File: config.mk
export PLATFORM = sky130hd
export DESIGN_NAME = lzfb_outq
export DESIGN_NICKNAME = d
export VERILOG_FILES = /design/src/design/lzfb_pkg.sv /design/src/design/lzfb_outq.sv
export SDC_FILE = /design/constraint.sdc
export NUM_CORES = 1
export LEC_CHECK = 0
export BUFFER_PORTS_ARGS = -buffer_cell sky130_fd_sc_hd__buf_4
export CAP_MARGIN = 0
export CORE_MARGIN = 10
export CORE_UTILIZATION = 25
export CTS_CLUSTER_DIAMETER = 50
export CTS_CLUSTER_SIZE = 8
export DETAILED_ROUTE_END_ITERATION = 8
export PLACE_DENSITY = 0.46
export RECOVER_POWER = 25
export SYNTH_ARGS = -nofsm -noshare
export SYNTH_HDL_FRONTEND = slang
export SYNTH_SLANG_ARGS = --single-unit
File: constraint.sdc
create_clock -name clk -period 1.78 [get_ports clk]
set_input_delay 0 -clock clk [delete_from_list [all_inputs] [get_ports clk]]
set_output_delay 0 -clock clk [all_outputs]
set_load 0.02 [all_outputs]
File: src/design/lzfb_pkg.sv
// shared types and constants for the lz77 flag-block decompressor
package lzfb_pkg;

    localparam int HISTORY_DEPTH_DEF = 4096;
    localparam int CNT_W             = 24;
    localparam int LEN_W             = 5;
    localparam int DISP_W            = 13;
    localparam int MIN_MATCH         = 3;
    localparam logic [2:0] HDR_BYTES  = 3'd4;
    localparam logic [3:0] FLAG_UNITS = 4'd8;

    typedef enum logic {
        OP_LIT  = 1'b0,
        OP_COPY = 1'b1
    } op_kind_t;

    // one output byte request from the parser to the ring stage
    typedef struct packed {
        logic      valid;
        op_kind_t  kind;
        logic [7:0] lit;
        logic      err;
        logic      last;
        logic      done;
    } op_t;

    // one finished output word
    typedef struct packed {
        logic [7:0] data;
        logic       last;
        logic       done;
        logic       err;
    } res_t;

    // parser status seen by the top level
    typedef struct packed {
        logic copy_busy;
        logic active;
    } pstat_t;

endpackage

File: src/design/lzfb_outq.sv
// two-entry output queue decoupling the ring stage from the output channel
module lzfb_outq (
    input  logic            clk,
    input  logic            rst_n,
    input  logic            push,
    input  lzfb_pkg::res_t  push_data,
    input  logic            pop_ready,
    output logic            out_valid,
    output lzfb_pkg::res_t  out_data,
    output logic            pop,
    output logic [1:0]      count
);

    lzfb_pkg::res_t slot_reg [2];
    logic           wr_ptr_reg, wr_ptr_next;
    logic           rd_ptr_reg, rd_ptr_next;
    logic [1:0]     count_reg, count_next;

    assign out_valid = (count_reg != 2'd0);
    assign out_data  = slot_reg[rd_ptr_reg];
    assign pop       = out_valid && pop_ready;
    assign count     = count_reg;

    always_comb
    begin
        wr_ptr_next = push ? ~wr_ptr_reg : wr_ptr_reg;
        rd_ptr_next = pop ? ~rd_ptr_reg : rd_ptr_reg;
        count_next  = count_reg + 2'(push) - 2'(pop);
    end

    always_ff @(posedge clk)
    begin
        if (push)
            slot_reg[wr_ptr_reg] <= push_data;
    end

    always_ff @(posedge clk or negedge rst_n)
    begin
        if (!rst_n) begin
            wr_ptr_reg <= 1'b0;
            rd_ptr_reg <= 1'b0;
            count_reg  <= 2'd0;
        end else begin
            wr_ptr_reg <= wr_ptr_next;
            rd_ptr_reg <= rd_ptr_next;
            count_reg  <= count_next;
        end
    end

endmodule

==> key figures, run 1 <==
Worst setup path
  • Setup CP Type: reg -> out
  • Setup crit start: rd_ptr_reg
  • Most used cell, CP: buf_4
  • CP arrival: approximately 1500 ps
  • Slowest-stage cell, CP: dfrtp_1
  • Largest fanout on the critical path: 7
  • CP Cell Sequence: buf_4, mux2_4, buf_4
  • CP peak stage delay: 560 ps
  • Worst r2r src: count[1]
  • R2R cell count: 6
  • Setup crit end kind: primary output
  • Critical Path RT: 1780 ps
  • Worst R2R Setup Slack: 250 ps
  • Crit start category: flip-flop
  • Worst flop-to-flop path endpoint: count[1]

Pwr
  • PD cells: about 1500 nW/µm²
  • Logic gate share of total power: 0.428
  • Internal: 1460 µW
  • Leakage: about 0.0006 µW
  • P_sw: approximately 700 µW
  • Seq pwr share: 0.426
  • Worst VDD drop: between 700 and 800 µV
  • Clock Power Share: 0.146
  • Switching share of total power: 0.323

Drt
  • Drt pass-1 iters: 4
  • Post-Route WL: roughly 1.9 mm
  • DR vias/cell: a little under 4
  • Antenna Nets Post-Route: 0
  • 1st-iter DRT viols: 8
  • # DRC: 0
  • DR vias: approximately 580
  • Per-cell routed wire length: roughly 13 µm

STA
  • Slew @ Worst Pin: between 500 and 600 ps
  • Setup repair after global routing missed its margin: false
  • Setup_tns: 0 ps
  • Fmax: about 650 MHz
  • Final period util: 0.868
  • Final Max Slew Viols: 0
  • Hold Slack: between 90 and 100 ps
  • Setup violations, final: 0
  • Min Tclk post-route: between 1500 and 2000 ps
  • Final Hold Viols: 0
  • Skew final: between 1.5 and 2 ps
  • Slew Limit Headroom: 0.634

Global route
  • Largest net degree at the start of global routing: 15
  • GRT busiest layer: met2
  • GR Layer Usage met3: 0.0254
  • GRT Total Usage: 0.0550
  • Met1 usage: 0.0611
  • Vias in the first global route: around 650
  • Total grt overflow: 0
  • Met2 Usage GRT: 0.0864
  • Initial antenna violation count: 0
  • First-pass GRT wire length: slightly above 3 mm

Synth
  • Post-synthesis cell count: 50
  • #FFs+latches synth: 26
  • Compound-Gate Fraction of Synth Area: 0.00733
  • Register area share after synthesis: 0.743
  • Synth Area per Inst: around 20 µm²
  • Synth warn: 0
  • Largest area contributor in the netlist: edfxtp_1
  • Post-Synth Adder-Cell Area: 0.0244
  • Post-synthesis mux area share: 0.154
  • Syn Nets: 67
  • Top cells by area, synth: edfxtp_1 65%, mux2_4 13%, dfrtp_1 9.8%
  • Post-synthesis simple-gate area fraction: 0.0183
  • Main combinational cell family by area after synthesis: multiplexers
  • Post-Syn Area: just over 1000 µm²
  • Post-synthesis cell type count: 13
  • Synth Area in XOR/XNOR: 0.0342
  • Synth top area share: 0.645

Die
  • Ports: 30
  • Die span in y: between 80 and 90 µm
  • Die Span X: approximately 84 µm
  • Rows: 23
  • Full die area: 7050 µm²
  • Initial Util: 0.258
  • Core ar.: between 3000 and 4000 µm²

Cells and area
  • Area delta synth->final: 44.5%
  • # fillers: between 300 and 400
  • Final net count: 115
  • Max reg flops: 22
  • Commonest non-fill, non-tap cell in the layout: buf_4
  • Share of layout cells above drive strength 1: 0.464
  • N_diodes: 0
  • Most frequent cells in the layout: 24 x buf_4, 22 x edfxtp_1, 13 x dlygate4sd3_1

Flow run
  • Max_cap viols: 0

Clock network
  • Clk sink count: 26
  • H-tree Lvls: 1
  • CTS tree: built
  • Post-CTS Repair Setup Buffers: 0
  • CTS clk-pin slew, worst paths: roughly 80 ps
  • Worst skew pair latency: 260 ps
  • Num CTS Buffers: 3
  • Root buffer cell: clkbuf_8
  • CTS Buffer Depth: 2

Status
  • Outcome: complete, no violations

Worst hold path
  • Worst Hold Class: in -> async

Placed design
  • Gpl congestion: 0.651
  • IO Port Bufs: 29
  • Placed wire-length estimate: between 1 and 1.5 mm
## metal layers
layer | up-vias | share of wire
met1 | 278 | 0.43
met2 | 21 | 0.49
met4 | 0 | 0.0058
met5 | - | 0
met3 | 2 | 0.077
li1 | 277 | -
## critical path, delay by kind of cell (launching register included)
family / cells / cell delay [ps]
flops: 1 / 560
buf+inv: 2 / 420
mux: 1 / 310
## per-stage QoR
step | utilization | power, µW | cell area [µm²] | instances | worst slack, ps
after floorplan | - | 1510 | 1020 | 50 | 121
after global placement | 0.329 | 1840 | 1310 | 130 | 308
after detailed placement | 0.329 | 1870 | 1310 | 130 | 239
after CTS | 0.373 | 2210 | 1480 | 147 | 169
after global routing | 0.372 | 2290 | 1480 | 147 | 110
final | 0.372 | 2150 | 1480 | 147 | 235
## what timing repair did
action	4_1_cts	5_1_grt
resized for setup	0	0
hold buffers	13	0
endpoints found under the hold margin	27	0
## synthesized netlist by cell type (all sizes together)
cell,n
and2,1
buf,1
dfrtp,4
edfxtp,22
ha,2
inv,2
mux2,11
nor2b,1
o21a,1
or2,1
xnor2,2
xor2,2
## power groups by stage
stage / Clock, µW / Combinational, µW / Sequential [µW]
after floorplan: 0 / 587 / 922
after detailed placement: 0 / 929 / 939
after CTS: 328 / 952 / 926
after global placement: 0 / 917 / 926
final: 314 / 921 / 916
after global routing: 348 / 997 / 943
## logic make-up after synthesis
logic type / Yosys count
adder cells (fa/ha/maj): 2
multiplexers: 11
flip-flops: 26
AND/OR/NAND/NOR: 3
buffers and inverters: 3
XOR/XNOR: 4
AO/OA/AOI/OAI: 1
## worst max path at each step
| stage | cells past startpoint | slack, ps | endpoint |
|---|---|---|---|
| after floorplan | 6 | 120 | count[1] |
| after global placement | 6 | 310 | count[1] |
| after detailed placement | 6 | 240 | count[1] |
| after CTS | 3 | 170 | out_data[5] |
| after global routing | 3 | 110 | out_data[5] |
| final | 3 | 240 | out_data[5] |
## cell type report
class	instances	area [µm²]	area share
timing repair buffer	44	359	0.243
clock inverter	1	3.75	0.00254
inverter	2	7.51	0.00508
clock buffer	3	41.3	0.0279
multi-input combinational	21	244	0.165
tap	50	62.6	0.0423
sequential	26	761	0.514
Note: power is estimated with default switching activity, not from simulation.
==> run 2: changes to the inputs <==
Settings changed: PLACE_DENSITY 0.46 to 0.48.
==> run 2 against run 1 <==
  * Critical path depth grew 3
  * Setup slack gained 1.9 ps
  * Flip-flop and latch count is the same
  * Final cell count is the same
  * Clock-buffer cell count is the same
  * Design area grew 1.3%
  * Non-clock buffer count is the same
  * Sequential share of layout area shrank 0.64 points
  * Global-route usage grew 0.25 points
  * Register-to-register slack is essentially flat
  * Hold slack gained 5.0 ps
  * Critical endpoint is now count[1]
  * Largest cell class unchanged
  * Highest routed layer unchanged
==> key figures, run 2 (synthesis gave the netlist of run 1 again) <==
Status
  • Outcome: complete, no violations

Die
  • Ports: 30
  • Die span in y: 84.0 µm
  • Rows: 23
  • Core ar.: ~4000 µm²
  • Initial Util: 0.258
  • Full die area: 7050 µm²
  • Die Span X: approximately 84 µm

Cells and area
  • Design Area, Final: 1500 µm²
  • Most frequent cells in the layout: 24 x buf_4, 22 x edfxtp_1, 13 x dlygate4sd3_1
  • N_diodes: 0
  • Final net count: between 100 and 150
  • Max reg flops: 22
  • Fin util: 0.377
  • Share of layout cells above drive strength 1: 0.454
  • Commonest non-fill, non-tap cell in the layout: buf_4
  • Layout Cells excl Fill: ~150
  • Area delta synth->final: 46.3%

Pwr
  • Logic gate share of total power: 0.411
  • Internal: ~1600 µW
  • P_sw: approximately 710 µW
  • PD cells: between 1500 and 2000 nW/µm²
  • Clock Power Share: 0.206
  • Leakage: 0.000611 µW
  • Worst VDD drop: 887 µV
  • Switching share of total power: 0.307
  • Seq pwr share: 0.383

STA
  • Setup_tns: 0 ps
  • Final Max Slew Viols: 0
  • Slew @ Worst Pin: around 550 ps
  • Setup repair after global routing missed its margin: false
  • Final Hold Viols: 0
  • Fmax: between 600 and 700 MHz
  • Slew Limit Headroom: 0.632
  • Setup violations, final: 0
  • Min Tclk post-route: about 1500 ps
  • Skew final: between 2 and 3 ps
  • Hold Slack: between 100 and 150 ps
  • Final period util: 0.867

Placed design
  • IO Port Bufs: 29
  • Placed Cells: 130
  • Placed Area: around 1300 µm²
  • Gpl congestion: 0.643
  • Placed wire-length estimate: 1.38 mm

Worst setup path
  • CP peak stage delay: roughly 420 ps
  • Setup CP Type: reg -> reg
  • CP arrival: between 1500 and 2000 ps
  • CP top delay family: adder cells
  • Worst r2r src: count[1]
  • Critical Path RT: roughly 2000 ps
  • CP Buf/Inv Count: 1
  • Crit start category: flip-flop
  • Slowest-stage cell, CP: dfrtp_1
  • Stages on the worst setup path: 6
  • Worst R2R Setup Slack: roughly 240 ps
  • Worst flop-to-flop path endpoint: count[1]
  • R2R cell count: 6
  • Setup crit end kind: flip-flop
  • CP Cell Sequence: o21a_1, ha_1, inv_1, ha_1, xnor2_1, xnor2_1
  • Largest fanout on the critical path: 4

Clock network
  • CTS tree: built
  • Root buffer cell: clkbuf_8
  • Num CTS Buffers: 3
  • Clk sink count: 26
  • Worst skew pair latency: approximately 270 ps
  • H-tree Lvls: 1
  • CTS clk-pin slew, worst paths: ~80 ps
  • CTS Buffer Depth: 2
  • Post-CTS Repair Setup Buffers: 0

Global route
  • GRT Total Usage: 0.0575
  • Total grt overflow: 0
  • Largest net degree at the start of global routing: 16
  • Initial antenna violation count: 0
  • Vias in the first global route: approximately 650
  • First-pass GRT wire length: ~3.2 mm

Drt
  • Post-Route WL: between 1.5 and 2 mm
  • Drt pass-1 iters: 2
  • DR vias/cell: about 4
  • DR vias: a little under 600
  • Per-cell routed wire length: about 13 µm
  • Antenna Nets Post-Route: 0
  • # DRC: 0
  • 1st-iter DRT viols: 5

Worst hold path
  • Worst Hold Class: in -> async

Flow run
  • Max_cap viols: 0
==> run 2: routing by layer <==
metal,global-route usage,vias to the layer above,part of all wire
met2,0.0864,24,0.46
met3,0.0400,4,0.11
met4,0.0183,0,0.0098
li1,-,276,-
met5,0,-,0
met1,0.0631,274,0.43
==> run 2: worst max path at each step <==
stage | start | endpoint
6_report | count[1] | count[1]
5_1_grt | count[1] | count[1]
4_1_cts | count[1] | count[1]
3_5_place_dp | count[1] | count[1]
3_3_place_gp | count[1] | count[1]
2_1_floorplan | count[1] | count[1]
==> run 2: power by group through the flow <==
stage / registers (µW) / logic (µW) / clock network [µW]
2_1_floorplan: 922 / 587 / 0
3_3_place_gp: 893 / 950 / 0
3_5_place_dp: 901 / 959 / 0
4_1_cts: 889 / 985 / 495
5_1_grt: 907 / 1030 / 521
6_report: 887 / 952 / 476
==> run 2: per-stage QoR <==
stage | setup slack (ps) | total power [µW]
3_5_place_dp | 249 | 1860
3_3_place_gp | 311 | 1840
4_1_cts | 219 | 2370
6_report | 237 | 2310
2_1_floorplan | 121 | 1510
5_1_grt | 156 | 2450
==> run 2: repair_timing <==
item                                   in CTS  in global routing
hold buffers                               13                  0
endpoints found under the hold margin      28                  0
resized for setup                           0                  0
==> run 2: layout make-up <==
class                           count  area (µm²)
Timing Repair Buffer               44         352
Inverter                            2        7.51
Clock buffer                        3        41.3
Fill cell                         391        2470
Sequential cell                    26         761
Tap cell                           50        62.6
Clock inverter                      1        30.0
Multi-Input combinational cell     21         244
