`config.mk`:
```
export PLATFORM = sky130hd
export DESIGN_NAME = lzfb_parser
export DESIGN_NICKNAME = d
export VERILOG_FILES = /design/src/design/lzfb_pkg.sv /design/src/design/lzfb_parser.sv
export SDC_FILE = /design/constraint.sdc
export NUM_CORES = 1
export LEC_CHECK = 0
export ABC_AREA = 1
export ABC_CLOCK_PERIOD_IN_PS = 6000
export BUFFER_PORTS_ARGS = -buffer_cell sky130_fd_sc_hd__buf_2
export CAP_MARGIN = 20
export CORE_MARGIN = 8
export CORE_UTILIZATION = 25
export CTS_CLUSTER_SIZE = 10
export DETAILED_ROUTE_END_ITERATION = 8
export PLACE_DENSITY = 0.42
export SKIP_CTS_REPAIR_TIMING = 1
export SYNTH_ARGS = -nofsm -noshare
export SYNTH_HDL_FRONTEND = slang
export SYNTH_SLANG_ARGS = --single-unit
```
`constraint.sdc`:
```
create_clock -name clk -period 6 [get_ports clk]
set_clock_uncertainty 0.15 [all_clocks]
set_input_delay 0.9 -clock clk [delete_from_list [all_inputs] [get_ports clk]]
set_output_delay 0.9 -clock clk [all_outputs]
set_load 0.01 [all_outputs]
```
`src/design/lzfb_pkg.sv`:
```
// shared types and constants for the lz77 flag-block decompressor
package lzfb_pkg;

    localparam int HISTORY_DEPTH_DEF = 4096;
    localparam int CNT_W             = 24;
    localparam int LEN_W             = 5;
    localparam int DISP_W            = 13;
    localparam int MIN_MATCH         = 3;
    localparam logic [2:0] HDR_BYTES  = 3'd4;
    localparam logic [3:0] FLAG_UNITS = 4'd8;

    typedef enum logic {
        OP_LIT  = 1'b0,
        OP_COPY = 1'b1
    } op_kind_t;

    // one output byte request from the parser to the ring stage
    typedef struct packed {
        logic      valid;
        op_kind_t  kind;
        logic [7:0] lit;
        logic      err;
        logic      last;
        logic      done;
    } op_t;

    // one finished output word
    typedef struct packed {
        logic [7:0] data;
        logic       last;
        logic       done;
        logic       err;
    } res_t;

    // parser status seen by the top level
    typedef struct packed {
        logic copy_busy;
        logic active;
    } pstat_t;

endpackage

```
`src/design/lzfb_parser.sv`:
```
// stream parser: header, flag bytes, back-references and copy sequencer
module lzfb_parser #(
    parameter int HISTORY_DEPTH = lzfb_pkg::HISTORY_DEPTH_DEF,
    localparam int AW = $clog2(HISTORY_DEPTH)
) (
    input  logic               clk,
    input  logic               rst_n,
    input  logic               in_valid,
    output logic               in_ready,
    input  logic [7:0]         in_data,
    input  logic               in_start,
    input  logic               can_issue,
    output lzfb_pkg::op_t      op,
    output logic [AW-1:0]      rd_addr,
    output logic [AW-1:0]      wr_addr,
    output lzfb_pkg::pstat_t   status
);

    localparam logic [AW:0]   DEPTH_W = (AW+1)'(HISTORY_DEPTH);
    localparam logic [AW-1:0] LAST_IX = AW'(HISTORY_DEPTH - 1);

    logic [2:0]                     hdr_idx_reg, hdr_idx_next;
    logic [lzfb_pkg::CNT_W-1:0]     total_reg, total_next;
    logic [lzfb_pkg::CNT_W-1:0]     produced_reg, produced_next;
    logic [7:0]                     flags_reg, flags_next;
    logic [3:0]                     units_reg, units_next;
    logic [7:0]                     ref_hi_reg, ref_hi_next;
    logic                           ref_pend_reg, ref_pend_next;
    logic                           active_reg, active_next;
    logic [AW-1:0]                  wp_reg, wp_next;
    logic [lzfb_pkg::LEN_W-1:0]     copy_left_reg, copy_left_next;
    logic [lzfb_pkg::DISP_W-1:0]    copy_disp_reg, copy_disp_next;
    logic [AW-1:0]                  copy_src_reg, copy_src_next;

    always_comb
    begin
        logic [lzfb_pkg::DISP_W-1:0] disp;
        logic [lzfb_pkg::LEN_W-1:0]  len;
        logic [AW:0]                 wp_ext;
        logic [AW:0]                 disp_ext;
        logic [AW:0]                 src_ext;
        logic [AW-1:0]               wp_inc;
        logic [AW-1:0]               src_inc;
        logic [lzfb_pkg::CNT_W-1:0]  prod_inc;
        logic [2:0]                  h_idx;
        logic [lzfb_pkg::CNT_W-1:0]  tot;
        logic [lzfb_pkg::CNT_W-1:0]  prod;
        logic [7:0]                  flags;
        logic [3:0]                  units;
        logic [7:0]                  hi;
        logic                        pend;
        logic                        act;

        hdr_idx_next   = hdr_idx_reg;
        total_next     = total_reg;
        produced_next  = produced_reg;
        flags_next     = flags_reg;
        units_next     = units_reg;
        ref_hi_next    = ref_hi_reg;
        ref_pend_next  = ref_pend_reg;
        active_next    = active_reg;
        wp_next        = wp_reg;
        copy_left_next = copy_left_reg;
        copy_disp_next = copy_disp_reg;
        copy_src_next  = copy_src_reg;

        op      = '0;
        op.kind = lzfb_pkg::OP_LIT;
        rd_addr = copy_src_reg;
        wr_addr = wp_reg;

        // back-reference decode from the held first byte and this byte
        disp     = {1'b0, ref_hi_reg[3:0], in_data} + lzfb_pkg::DISP_W'(1);
        len      = {1'b0, ref_hi_reg[7:4]} + lzfb_pkg::LEN_W'(lzfb_pkg::MIN_MATCH);
        wp_ext   = {1'b0, wp_reg};
        disp_ext = (AW+1)'(disp);
        if (wp_ext >= disp_ext)
            src_ext = wp_ext - disp_ext;
        else
            src_ext = wp_ext + DEPTH_W - disp_ext;

        wp_inc  = (wp_reg == LAST_IX) ? '0 : wp_reg + 1'b1;
        src_inc = (copy_src_reg == LAST_IX) ? '0 : copy_src_reg + 1'b1;
        prod_inc = produced_reg + 1'b1;

        in_ready = (copy_left_reg == '0) && can_issue;

        h_idx = hdr_idx_reg;
        tot   = total_reg;
        prod  = produced_reg;
        flags = flags_reg;
        units = units_reg;
        hi    = ref_hi_reg;
        pend  = ref_pend_reg;
        act   = active_reg;

        if (copy_left_reg != '0) begin
            if (can_issue) begin
                op.valid       = 1'b1;
                op.kind        = lzfb_pkg::OP_COPY;
                op.err         = lzfb_pkg::CNT_W'(copy_disp_reg) > produced_reg;
                op.done        = prod_inc >= total_reg;
                op.last        = (copy_left_reg == lzfb_pkg::LEN_W'(1)) || op.done;
                produced_next  = prod_inc;
                wp_next        = wp_inc;
                copy_src_next  = src_inc;
                copy_left_next = op.done ? '0 : copy_left_reg - 1'b1;
                if (op.done)
                    active_next = 1'b0;
            end
        end else if (in_valid && in_ready) begin
            if (in_start) begin
                h_idx = '0;
                tot   = '0;
                prod  = '0;
                flags = '0;
                units = '0;
                hi    = '0;
                pend  = 1'b0;
                act   = 1'b1;
            end
            if (act) begin
                if (h_idx < lzfb_pkg::HDR_BYTES) begin
                    case (h_idx)
                        3'd1:    tot[7:0]   = in_data;
                        3'd2:    tot[15:8]  = in_data;
                        3'd3:    tot[23:16] = in_data;
                        default: ;
                    endcase
                    h_idx = h_idx + 1'b1;
                    if ((h_idx == lzfb_pkg::HDR_BYTES) && (tot == '0))
                        act = 1'b0;
                end else if (pend) begin
                    pend  = 1'b0;
                    units = (units != '0) ? units - 1'b1 : '0;
                    copy_left_next = len;
                    copy_disp_next = disp;
                    copy_src_next  = src_ext[AW-1:0];
                end else if (units == '0) begin
                    flags = in_data;
                    units = lzfb_pkg::FLAG_UNITS;
                end else if (flags[7]) begin
                    flags = {flags[6:0], 1'b0};
                    hi    = in_data;
                    pend  = 1'b1;
                end else begin
                    flags    = {flags[6:0], 1'b0};
                    units    = units - 1'b1;
                    prod     = prod + 1'b1;
                    op.valid = 1'b1;
                    op.kind  = lzfb_pkg::OP_LIT;
                    op.lit   = in_data;
                    op.last  = 1'b1;
                    op.done  = prod >= tot;
                    wp_next  = wp_inc;
                    if (op.done)
                        act = 1'b0;
                end
            end
            hdr_idx_next  = h_idx;
            total_next    = tot;
            produced_next = prod;
            flags_next    = flags;
            units_next    = units;
            ref_hi_next   = hi;
            ref_pend_next = pend;
            active_next   = act;
        end
    end

    assign status.copy_busy = (copy_left_reg != '0);
    assign status.active    = active_reg;

    always_ff @(posedge clk or negedge rst_n)
    begin
        if (!rst_n) begin
            hdr_idx_reg   <= '0;
            total_reg     <= '0;
            produced_reg  <= '0;
            flags_reg     <= '0;
            units_reg     <= '0;
            ref_hi_reg    <= '0;
            ref_pend_reg  <= 1'b0;
            active_reg    <= 1'b0;
            wp_reg        <= '0;
            copy_left_reg <= '0;
        end else begin
            hdr_idx_reg   <= hdr_idx_next;
            total_reg     <= total_next;
            produced_reg  <= produced_next;
            flags_reg     <= flags_next;
            units_reg     <= units_next;
            ref_hi_reg    <= ref_hi_next;
            ref_pend_reg  <= ref_pend_next;
            active_reg    <= active_next;
            wp_reg        <= wp_next;
            copy_left_reg <= copy_left_next;
        end
    end

    always_ff @(posedge clk)
    begin
        copy_disp_reg <= copy_disp_next;
        copy_src_reg  <= copy_src_next;
    end

endmodule

```
==> reports/results.md, run 1 <==
| Group | Result | This run |
| --- | --- | --- |
| outcome | Status | complete, no violations |
| die | Overall die width | 216 um |
| die | Die span in y | 216 um |
| clock tree | Clock latency on the worst-skew pair | 0.45 ns |
| route | Number of vias per cell after detailed routing | 4.92 |
| global route | GRT Util Overall | 0.164 |
| place | Worst slack, placed | 0.721 ns |
| setup path | Crit path max-delay cell type | sky130_fd_sc_hd__dfrtp_1 |
| setup path | Crit path top cell by count | sky130_fd_sc_hd__nand2_1 |
| route | Total wirelength of the detailed-routed design | 38.8 mm |
| logic synthesis | Total of warnings raised by yosys | 0 |
| setup path | Element type at the critical path start | flip-flop |
| global route | First-pass GRT wire length | 59.3 mm |
| route | Count of nets left with antenna violations after detail routing | 0 |
| route | Number of iterations in the first detailed-routing pass | 5 |
| global route | Sum of overflow across all layers after global routing | 0 |
| sta | Portion of the clock cycle consumed by the worst path in the final layout | 0.918 |
| logic synthesis | Syn_nets | 1,574 |
| place | Number of input and output port buffers inserted | 52 |
| route | Wire length per cell after detailed routing | 18.8 um |
| power and ir drop | Power density over the cells | 435 nW/um^2 |
| setup path | Peak per-stage delay on the critical path | 0.45 ns |
| die | Site row count | 73 |
| setup path | Critical Path End Type | output port |
| sta | Slew margin rel. | 0.483 |
| clock tree | Clock buffer count from CTS | 17 |
| place | GP Congestion | 0.910 |
| final layout | Fin nets | 1,621 |
| sta | RSZ-0062 raised after global routing | false |
| run | Max-capacitance violation count | 0 |
| sta | Transition time at the pin with the least slew margin | 0.776 ns |
| die | Core ar. | 39,600 sq um |
| setup path | Worst Reg-to-Reg Cells | 18 |
| power and ir drop | Max VDD drop | 237 uV |
| sta | Time the worst path needs with I/O delays and setup | 5.51 ns |
| clock tree | CTS tree | yes |
| setup path | Crit path arrival time | 4.46 ns |
| place | Area post-placement | 10,900 sq um |
| place | Detailed placement HPWL | 30.4 mm |
| global route | Vias in the first global route | 9,780 |
| final layout | Number of filler cells placed in the layout | 4,443 |
| final layout | Ant diodes | 0 |
| die | Die area | 46,800 sq um |
| route | Remaining routing DRC violations | 0 |
| setup path | Required time of the critical path | 4.95 ns |
| clock tree | Clock-pin slew on the worst setup and hold paths | 0.07 ns |
| setup path | Cell Chain, Critical Path | ha_1 -> nand2_1 -> nor2_1 -> nand3_1 -> nor3_1 -> nand3_1 -> xor2_1 -> ha_1 -> nand4_1 -> inv_1 -> a21oi_1 -> nand2_1 -> nor2_1 -> nand2_1 -> nand2_1 -> o311ai_0 -> buf_2 |
| clock tree | CTS H-tree lvls | 4 |
| setup path | Maximum fanout encountered on the critical timing path | 6 |
| final layout | Most frequent cells in the layout | sky130_fd_sc_hd__nand2_1 (313), sky130_fd_sc_hd__inv_1 (214), sky130_fd_sc_hd__nor2_1 (175) |
| logic synthesis | Sequential fraction of the synthesis area | 0.299 |
| sta | Crit path setup slack, layout | 0.492 ns |
| logic synthesis | Gate count after technology mapping | 1,473 |
| die | Ports placed on the boundary | 53 |
| clock tree | Clock tree buffer depth | 2 |
| logic synthesis | Flops & latches, synth | 115 |
| final layout | Most frequent standard cell in the layout excluding fill and tap cells | sky130_fd_sc_hd__nand2_1 |
| logic synthesis | Synthesized cell area | 10,000 sq um |
| sta | Count of final max-slew check failures | 0 |
| sta | Final Hold Violating Endpoints | 0 |
| final layout | Area overhead of the layout relative to synthesis | 14.7% |
| route | 1st-iter DRT viols | 795 |
| min path | Path category of the worst min-delay check | input port to asynchronous set/reset pin |
| die | Initial Utilization | 0.253 |
| clock tree | Root buffer selected by CTS | sky130_fd_sc_hd__clkbuf_16 |
| power and ir drop | Leakage | 5.45 nW |
| setup path | Worst flop-to-flop path endpoint | active_reg |
| setup path | Critical path type | flip-flop to output port |
| sta | Achievable frequency | 182 MHz |
| final layout | Post-route standard cell area excluding fillers | 11,500 sq um |
| route | Vias | 10,100 |
| logic synthesis | Count of distinct cell types in the synthesized netlist | 49 |
| global route | Number of antenna violations at the first check in global routing | 0 |
| logic synthesis | Post-synthesis area per instance | 6.81 sq um |
| final layout | Layout cells sized above 1 | 0.0809 |
| global route | Pin count of the biggest net entering global routing | 54 |
| clock tree | Clock sink total | 115 |
| sta | Setup-failing EPs final | 0 |
| setup path | Register-to-register setup slack | 2.03 ns |
| sta | Post-route setup TNS | 0 ns |
| setup path | Startpoint of the worst-slack reg-to-reg timing path | produced_reg[0] |
[cells in the mapped netlist, drive strengths merged]
| cell | count | area [sq um] |
|---|---|---|
| nand2 | 316 | 1200 |
| edfxtp | 25 | 751 |
| fa | 1 | 20.0 |
| a31o | 1 | 8.76 |
| clkinv | 2 | 7.51 |
| a32o | 1 | 10.0 |
| o21ai | 150 | 751 |
| o31ai | 3 | 22.5 |
| xnor2 | 8 | 70.1 |
| a22o | 1 | 8.76 |
| o21a | 3 | 22.5 |
| mux2i | 1 | 10.0 |
| o221ai | 6 | 52.6 |
| nor3 | 32 | 171 |
| o22ai | 10 | 62.6 |
| or2 | 1 | 6.26 |
| ha | 87 | 1090 |
| o2111ai | 2 | 17.5 |
| o211ai | 15 | 113 |
| o21bai | 3 | 22.5 |
| a21oi | 96 | 480 |
| nor4 | 1 | 6.26 |
| o311ai | 2 | 17.5 |
| xor2 | 44 | 385 |
| nor2 | 184 | 728 |
| a22oi | 5 | 37.5 |
| a31oi | 4 | 31.3 |
| inv | 222 | 841 |
| nand3 | 80 | 400 |
| dfrtp | 90 | 2250 |
| a21boi | 1 | 7.51 |
| buf | 18 | 104 |
| a32oi | 2 | 17.5 |
| nand4 | 31 | 194 |
| nand3b | 5 | 37.5 |
| clkbuf | 20 | 75.1 |
[critical path, delay by kind of cell, from the launching register on]
kind / cells / cell delay (ns)
AND/OR/NAND/NOR: 10 / 2.04
adder cells (fa/ha/maj): 2 / 0.51
AO/OA/AOI/OAI: 2 / 0.49
flip-flops: 1 / 0.45
buffers and inverters: 2 / 0.29
XOR/XNOR: 1 / 0.24
[kinds of logic (layout without fill, tap and decap cells)]
| group | after synthesis | in the layout | share of synthesized area |
|---|---|---|---|
| AOI/OAI and AO/OA | 305 | 305 | 0.168 |
| xor gates and xnor gates | 52 | 52 | 0.0454 |
| adders and majority gates | 88 | 88 | 0.111 |
| buffers and inverters | 262 | 322 | 0.102 |
| DFF | 115 | 115 | 0.299 |
| muxes | 1 | 1 | 0.000998 |
| and+or+nand+nor | 650 | 650 | 0.273 |
[power breakdown]
part	internal, mW	switching [mW]
clock	0.629	0.462
sequential	1.11	0.277
combinational	0.821	1.71
total	2.56	2.45
[stage by stage]
step                hold WS (ns)  total power, mW  instances   util
detailed placement         0.325             3.90       2025  0.274
finish                     0.291             5.00       2058  0.290
CTS                        0.304             5.02       2057  0.290
global route               0.336             5.44       2058  0.290
floorplan                  0.303             3.04       1473      -
global placement           0.319             3.92       2024  0.274
[worst max path at each step]
stage | start | to | slack (ns) | cells past startpoint
2_1_floorplan | in_start | op[0] | 1.39 | 19
3_3_place_gp | in_start | op[0] | 0.74 | 18
3_5_place_dp | produced_reg[0] | op[1] | 0.72 | 17
4_1_cts | produced_reg[0] | op[1] | 0.23 | 17
5_1_grt | produced_reg[0] | op[1] | 0.06 | 17
6_report | produced_reg[0] | op[1] | 0.49 | 17
[area by class of cell]
| cell class | count | area, sq um | area share |
|---|---|---|---|
| multi-input combinational | 1096 | 6010 | 0.522 |
| sequential | 115 | 3000 | 0.261 |
| inverter | 224 | 848 | 0.0737 |
| tap | 525 | 657 | 0.0571 |
| clock buffer | 21 | 514 | 0.0447 |
| timing repair buffer | 66 | 375 | 0.0326 |
| clock inverter | 11 | 101 | 0.00881 |
[metal layers]
metal	global-route usage	vias up	wire length, um
met5	0	-	0
met4	0.0426	0	703
met3	0.0203	48	1890
met2	0.262	307	17400
met1	0.232	4794	18800
li1	-	4983	-
(Power assumes the default switching activity.)
==> inputs of run 2 (changes only) <==
Settings changed: ABC_AREA 1 to 0.
==> run 2 against run 1 <==
  * Cell count shrank 18%
  * Global-route usage shrank 1.3 points
  * Die area shrank 5.0%
  * Sequential share of layout area grew 1.5 points
  * Sequential power is essentially flat
  * First-iteration DRC count shrank 14%
  * Critical path type is now input port to output port
  * Largest cell class unchanged
  * Highest routed layer unchanged
==> reports/results.md, run 2 <==
| Group | Result | This run |
| --- | --- | --- |
| power and ir drop | Leakage | 4.55 nW |
| sta | Setup-failing EPs final | 0 |
| clock tree | Clock tree buffer depth | 2 |
| logic synthesis | Flops & latches, synth | 115 |
| logic synthesis | Dominant synthesized flop cell | sky130_fd_sc_hd__dfrtp_1 |
| power and ir drop | Max VDD drop | 194 uV |
| die | Die area | 44,500 sq um |
| outcome | Status | complete, no violations |
| logic synthesis | Syn_nets | 1,229 |
| logic synthesis | Number of flops mapped to enable cells by yosys | 25 |
| global route | Peak-usage layer in the global routing report | met2 |
| setup path | Element type at the critical path start | input port |
| power and ir drop | Internal power consumption | 2.55 mW |
| final layout | Fin nets | 1,253 |
| final layout | Most frequent standard cell in the layout excluding fill and tap cells | sky130_fd_sc_hd__nand2_1 |
| route | 1st-iter DRT viols | 685 |
| power and ir drop | Part of the power in the clock network | 0.233 |
| route | Wire length per cell after detailed routing | 19.7 um |
| sta | Count of final max-slew check failures | 0 |
| clock tree | Root buffer selected by CTS | sky130_fd_sc_hd__clkbuf_16 |
| logic synthesis | Share of flip-flops with an asynchronous set or reset after synthesis | 0.783 |
| final layout | Most frequent cells in the layout | sky130_fd_sc_hd__nand2_1 (98), sky130_fd_sc_hd__dfrtp_1 (90), sky130_fd_sc_hd__ha_1 (87) |
| logic synthesis | Total of warnings raised by yosys | 0 |
| die | Die span in y | 211 um |
| power and ir drop | Power density over the cells | 418 nW/um^2 |
| global route | First-pass GRT wire length | 51.8 mm |
| final layout | Util after Layout | 0.289 |
| min path | Path category of the worst min-delay check | input port to asynchronous set/reset pin |
| die | Site row count | 71 |
| logic synthesis | Top cell type by total area after synthesis | sky130_fd_sc_hd__dfrtp_1 |
| route | Number of vias per cell after detailed routing | 5.09 |
| logic synthesis | Synthesized cell area | 9490 sq um |
| clock tree | CTS H-tree lvls | 4 |
| sta | Worst hold slack | 0.284 ns |
| route | Remaining routing DRC violations | 0 |
| sta | Post-route setup TNS | 0 ns |
| die | Overall die width | 211 um |
| global route | GRT Util Overall | 0.152 |
| power and ir drop | Sequential Power Share | 0.301 |
| sta | Final Hold Violating Endpoints | 0 |
| die | Core ar. | 37,600 sq um |
| logic synthesis | Fraction of synthesized cell area taken by the top area cell type | 0.237 |
| global route | Number of antenna violations at the first check in global routing | 0 |
| place | GP Congestion | 0.837 |
| place | Number of input and output port buffers inserted | 52 |
| place | Total placed cells including tap cells | 1,644 |
| route | Count of nets left with antenna violations after detail routing | 0 |
| clock tree | CTS tree | yes |
| sta | Time the worst path needs with I/O delays and setup | 5.66 ns |
| clock tree | Clock latency on the worst-skew pair | 0.44 ns |
| final layout | Layout cells sized above 1 | 0.105 |
| sta | Achievable frequency | 177 MHz |
| logic synthesis | Gate count after technology mapping | 1,128 |
| route | Number of iterations in the first detailed-routing pass | 5 |
| power and ir drop | Switch share | 0.440 |
| setup path | Critical path type | input port to output port |
| sta | Transition time at the pin with the least slew margin | 0.819 ns |
| power and ir drop | Switching power of the nets | 2.00 mW |
| setup path | Crit path arrival time | 4.61 ns |
| sta | Slew margin rel. | 0.454 |
| die | Initial Utilization | 0.253 |
| global route | Vias in the first global route | 8,563 |
| setup path | Critical Path End Type | output port |
| setup path | Required time of the critical path | 4.95 ns |
| final layout | Final cell count without fillers | 1,678 |
| run | Max-capacitance violation count | 0 |
| final layout | Area overhead of the layout relative to synthesis | 14.5% |
| clock tree | Clock-pin slew on the worst setup and hold paths | 0.06 ns |
| logic synthesis | Sequential fraction of the synthesis area | 0.316 |
| final layout | Number of filler cells placed in the layout | 4,059 |
| sta | RSZ-0062 raised after global routing | false |
| setup path | Maximum fanout encountered on the critical timing path | 7 |
| logic synthesis | Top cells by area in the synthesized netlist | sky130_fd_sc_hd__dfrtp_1 (24%), sky130_fd_sc_hd__ha_1 (11%), sky130_fd_sc_hd__edfxtp_1 (7.9%) |
| global route | Pin count of the biggest net entering global routing | 57 |
| logic synthesis | Post-synthesis area per instance | 8.42 sq um |
| global route | Fraction of met3 tracks used by global routing | 0.0326 |
| die | Ports placed on the boundary | 53 |
| global route | Sum of overflow across all layers after global routing | 0 |
| power and ir drop | Combinational power share | 0.466 |
| logic synthesis | Count of distinct cell types in the synthesized netlist | 79 |
| logic synthesis | Cell with the most instances after synthesis | sky130_fd_sc_hd__nand2_1 |
| logic synthesis | Leading cell types by count after synthesis | sky130_fd_sc_hd__nand2_1 (98), sky130_fd_sc_hd__dfrtp_1 (90), sky130_fd_sc_hd__ha_1 (87), sky130_fd_sc_hd__inv_1 (71), sky130_fd_sc_hd__o21ai_0 (71) |
| global route | Met2 demand-to-capacity share in global routing | 0.239 |
| sta | Portion of the clock cycle consumed by the worst path in the final layout | 0.944 |
| route | Total wirelength of the detailed-routed design | 33.0 mm |
| clock tree | Clock sink total | 115 |
| global route | Global Route met1 Usage | 0.205 |
| route | Vias | 8,537 |
| place | Detailed placement HPWL | 23.9 mm |
| clock tree | Clock buffer count from CTS | 17 |
==> run 2: cell types whose count changed in the layout (fill, tap and decap cells not counted), sizes merged, moves of 27 or more <==
cell | previous run | this run
inv | 229 | 72
xnor2 | 8 | 50
nand2b | 0 | 39
o21ai | 150 | 78
a21oi | 96 | 69
nand2 | 316 | 99
nor2 | 184 | 70
nand3 | 80 | 52
==> run 2: stage by stage <==
step	total power [mW]	cell area (sq um)	setup WS, ns
finish	4.55	10900	0.338
global route	4.94	10900	0.0132
CTS	4.60	10900	0.256
detailed placement	3.51	10300	0.341
global placement	3.51	10300	0.466
floorplan	2.80	9490	0.188
==> run 2: layer usage <==
metal / routed length [um] / share of wire
met5: 0 / 0
met1: 16000 / 0.48
met2: 15000 / 0.46
met3: 1290 / 0.039
met4: 714 / 0.022
==> run 2: area by class of cell <==
type	count	area, sq um	share of cell area
clock inverter	15	166	0.0153
antenna	2	5.00	0.000460
tap	511	639	0.0588
multi-input combinational	878	5980	0.550
clock buffer	17	425	0.0391
sequential	115	3000	0.276
timing repair buffer	68	383	0.0352
inverter	72	270	0.0249
==> run 2: worst paths after layout <==
check | slack, ns | from | depth (start not counted) | endpoint
min | 0.28 | rst_n | 1 | total_reg[5]
max reg2reg | 1.55 | produced_reg[0] | 15 | active_reg
min in group clk | 0.33 | flags_reg[1] | 1 | flags_reg[1]
max | 0.34 | in_start | 16 | op[0]
min reg2reg | 0.33 | flags_reg[1] | 1 | flags_reg[1]
max in group asynchronous | 4.21 | rst_n | 2 | wr_addr[9]
==> run 2: logic make-up (layout without fill, tap and decap cells) <==
family	after synthesis	in the layout	synth area share
AO/OA/AOI/OAI	293	293	0.203
XOR/XNOR	76	76	0.0701
adder cells (fa/ha/maj)	88	88	0.117
buffers and inverters	135	172	0.0554
flip-flops	115	115	0.316
multiplexers	7	7	0.00751
other	0	2	0
AND/OR/NAND/NOR	414	414	0.231
==> run 2: critical path, stage by stage <==
cell and delay [ns]:
sky130_fd_sc_hd__buf_2 0.14, sky130_fd_sc_hd__nor2b_1 0.17, sky130_fd_sc_hd__ha_1 0.23, sky130_fd_sc_hd__nand3_1 0.16
sky130_fd_sc_hd__or3_1 0.44, sky130_fd_sc_hd__nor2_1 0.18, sky130_fd_sc_hd__nor4b_1 0.39, sky130_fd_sc_hd__nand3_1 0.15
sky130_fd_sc_hd__mux2i_1 0.15, sky130_fd_sc_hd__ha_1 0.32, sky130_fd_sc_hd__nand4_1 0.08, sky130_fd_sc_hd__a211o_1 0.23
sky130_fd_sc_hd__o21ai_0 0.42, sky130_fd_sc_hd__a31oi_1 0.20, sky130_fd_sc_hd__o31ai_1 0.26, sky130_fd_sc_hd__buf_2 0.18
==> run 2: power groups by stage <==
stage / combinational [mW] / clock [mW] / sequential [mW]
5_1_grt: 2.41 / 1.13 / 1.41
2_1_floorplan: 1.55 / 0 / 1.25
3_3_place_gp: 2.13 / 0 / 1.38
6_report: 2.12 / 1.06 / 1.37
4_1_cts: 2.14 / 1.09 / 1.37
3_5_place_dp: 2.13 / 0 / 1.38
==> inputs of run 3 (changes only) <==
Settings changed: CORE_UTILIZATION 25 to 38, PLACE_DENSITY 0.42 to 0.57, SKIP_LAST_GASP set to 1.
==> run 3 against run 2 <==
  * Total power decreased by 1.1%
  * Clock power hardly changed
  * Cell count decreased by 11%
  * Via count up 0.56%
  * Sequential share of layout area is 0.68 points higher
  * Critical endpoint is now op[1]
  * First-iteration DRC count is 9.9% lower
  * Register-to-register slack improved by 0.14 ns
  * Global-route usage up 4.0 points
  * Routed wire length shrank 12%
  * Highest routed layer unchanged
==> reports/results.md, run 3 (synthesized netlist as in run 2, its figures left out) <==
| Group | Result | This run |
| --- | --- | --- |
| die | Initial Utilization | 0.382 |
| sta | Final Hold Violating Endpoints | 0 |
| outcome | Status | complete, no violations |
| final layout | Ant diodes | 0 |
| place | Number of input and output port buffers inserted | 52 |
| route | 1st-iter DRT viols | 617 |
| route | Count of nets left with antenna violations after detail routing | 0 |
| clock tree | Clock latency on the worst-skew pair | 0.42 ns |
| power and ir drop | Leakage | 4.55 nW |
| power and ir drop | Power density over the cells | 424 nW/um^2 |
| final layout | Most frequent standard cell in the layout excluding fill and tap cells | sky130_fd_sc_hd__nand2_1 |
| global route | Sum of overflow across all layers after global routing | 0 |
| setup path | Peak per-stage delay on the critical path | 0.55 ns |
| route | Number of iterations in the first detailed-routing pass | 5 |
| place | Worst slack, placed | 0.548 ns |
| final layout | Area overhead of the layout relative to synthesis | 11.8% |
| clock tree | Clock-pin slew on the worst setup and hold paths | 0.06 ns |
| final layout | Multi-input logic area | 5960 sq um |
| setup path | Cell Chain, Critical Path | ha_1 -> nand3_1 -> nor2_1 -> nand3_1 -> nor3_1 -> xor2_1 -> ha_1 -> a21oi_1 -> nand2_1 -> a211oi_1 -> o21ai_1 -> o21ai_0 -> nand2_1 -> buf_2 |
| final layout | Storage element area | 3000 sq um |
| power and ir drop | Power after layout | 4.49 mW |
| setup path | Critical path type | flip-flop to output port |
| run | Max-capacitance violation count | 0 |
| setup path | Crit path arrival time | 4.51 ns |
| clock tree | Root buffer selected by CTS | sky130_fd_sc_hd__clkbuf_16 |
| final layout | Most frequent cells in the layout | sky130_fd_sc_hd__nand2_1 (98), sky130_fd_sc_hd__dfrtp_1 (90), sky130_fd_sc_hd__ha_1 (87) |
| setup path | Crit path max-delay cell type | sky130_fd_sc_hd__dfrtp_1 |
| die | Site row count | 58 |
| final layout | Post-route standard cell area excluding fillers | 10,600 sq um |
| die | Overall die width | 174 um |
| global route | Pin count of the biggest net entering global routing | 73 |
| final layout | Util after Layout | 0.428 |
| setup path | Maximum fanout encountered on the critical timing path | 10 |
| die | Die area | 30,300 sq um |
| clock tree | Clock sink total | 115 |
| sta | RSZ-0062 raised after global routing | false |
| sta | Count of final max-slew check failures | 0 |
| setup path | Element type at the critical path start | flip-flop |
| route | Number of vias per cell after detailed routing | 5.76 |
| sta | Time the worst path needs with I/O delays and setup | 5.56 ns |
| die | Ports placed on the boundary | 53 |
| global route | Vias in the first global route | 8,150 |
| clock tree | CTS H-tree lvls | 4 |
| place | Detailed placement HPWL | 21.6 mm |
| sta | Setup-failing EPs final | 0 |
| final layout | Number of filler cells placed in the layout | 2,535 |
| final layout | Final cell count without fillers | 1,491 |
| place | Area post-placement | 10,000 sq um |
| clock tree | CTS tree | yes |
| global route | First-pass GRT wire length | 46.7 mm |
| clock tree | Clock tree buffer depth | 2 |
| setup path | Required time of the critical path | 4.95 ns |
| route | Remaining routing DRC violations | 0 |
| die | Die span in y | 174 um |
| sta | Slew margin rel. | 0.491 |
| route | Vias | 8,585 |
| place | Total placed cells including tap cells | 1,459 |
| clock tree | Clock buffer count from CTS | 17 |
| sta | Post-route setup TNS | 0 ns |
| min path | Path category of the worst min-delay check | input port to asynchronous set/reset pin |
| route | Wire length per cell after detailed routing | 19.6 um |
| power and ir drop | Max VDD drop | 174 uV |
| place | GP Congestion | 0.827 |
| setup path | Critical Path End Type | output port |
| global route | GRT Util Overall | 0.192 |
| sta | Portion of the clock cycle consumed by the worst path in the final layout | 0.927 |
| global route | Number of antenna violations at the first check in global routing | 0 |
| sta | Achievable frequency | 180 MHz |
| die | Core ar. | 24,800 sq um |
| sta | Crit path setup slack, layout | 0.437 ns |
| final layout | Layout cells sized above 1 | 0.0999 |
| sta | Transition time at the pin with the least slew margin | 0.753 ns |
| route | Total wirelength of the detailed-routed design | 29.2 mm |
| final layout | Fin nets | 1,249 |
| sta | Worst hold slack | 0.309 ns |
-- run 3: cell types whose count changed in the layout (fill, tap and decap cells not counted), moves of 2 or more --
cell	change
sky130_fd_sc_hd__bufinv_16	-2
sky130_fd_sc_hd__clkinv_1	-2
sky130_fd_sc_hd__nor3_1	+2
sky130_fd_sc_hd__diode_2	-2
sky130_fd_sc_hd__clkinvlp_4	-3
sky130_fd_sc_hd__clkinv_2	-3
sky130_fd_sc_hd__inv_6	+3
sky130_fd_sc_hd__nor3_2	-2
sky130_fd_sc_hd__buf_4	-4
sky130_fd_sc_hd__clkinv_4	+3
sky130_fd_sc_hd__clkbuf_16	+2
-- run 3: metal layers --
metal | routed length [um] | global-route usage | vias to the layer above
li1 | - | - | 4124
met1 | 14300 | 0.279 | 4167
met2 | 12900 | 0.292 | 256
met3 | 1360 | 0.0239 | 38
met4 | 585 | 0.0577 | 0
met5 | 0 | 0 | -
-- run 3: cell type report --
type,instances,share of cell area
Multi-Input combinational cell,878,0.562
Clock inverter,11,0.0107
Tap cell,330,0.0389
Sequential cell,115,0.283
Clock buffer,21,0.0465
Inverter,72,0.0255
Timing Repair Buffer,64,0.0333
-- run 3: where the power goes --
| part | total (mW) | switching, mW | internal (mW) |
|---|---|---|---|
| Combinational | 2.08 | 1.23 | 0.849 |
| Sequential | 1.37 | 0.329 | 1.04 |
| Clock | 1.04 | 0.404 | 0.637 |
| Total | 4.49 | 1.97 | 2.53 |
-- run 3: worst paths after layout --
path | from | endpoint | slack [ns] | cells after the start
worst max-delay path | produced_reg[0] | op[1] | 0.44 | 14
worst min-delay path | rst_n | produced_reg[21] | 0.31 | 1
worst max register to register | produced_reg[0] | copy_left_reg[3] | 1.69 | 13
worst min register to register | flags_reg[1] | flags_reg[1] | 0.33 | 1
max in group asynchronous | rst_n | total_reg[3] | 4.26 | 2
min in group clk | flags_reg[1] | flags_reg[1] | 0.33 | 1
-- run 3: critical path: cells and delay by family, from the launching register on --
kind	cells	cell delay, ns
adder cells (fa/ha/maj)	2	0.59
flip-flops	1	0.55
XOR/XNOR	1	0.26
AO/OA/AOI/OAI	4	1.05
AND/OR/NAND/NOR	6	1.51
buffers and inverters	1	0.15
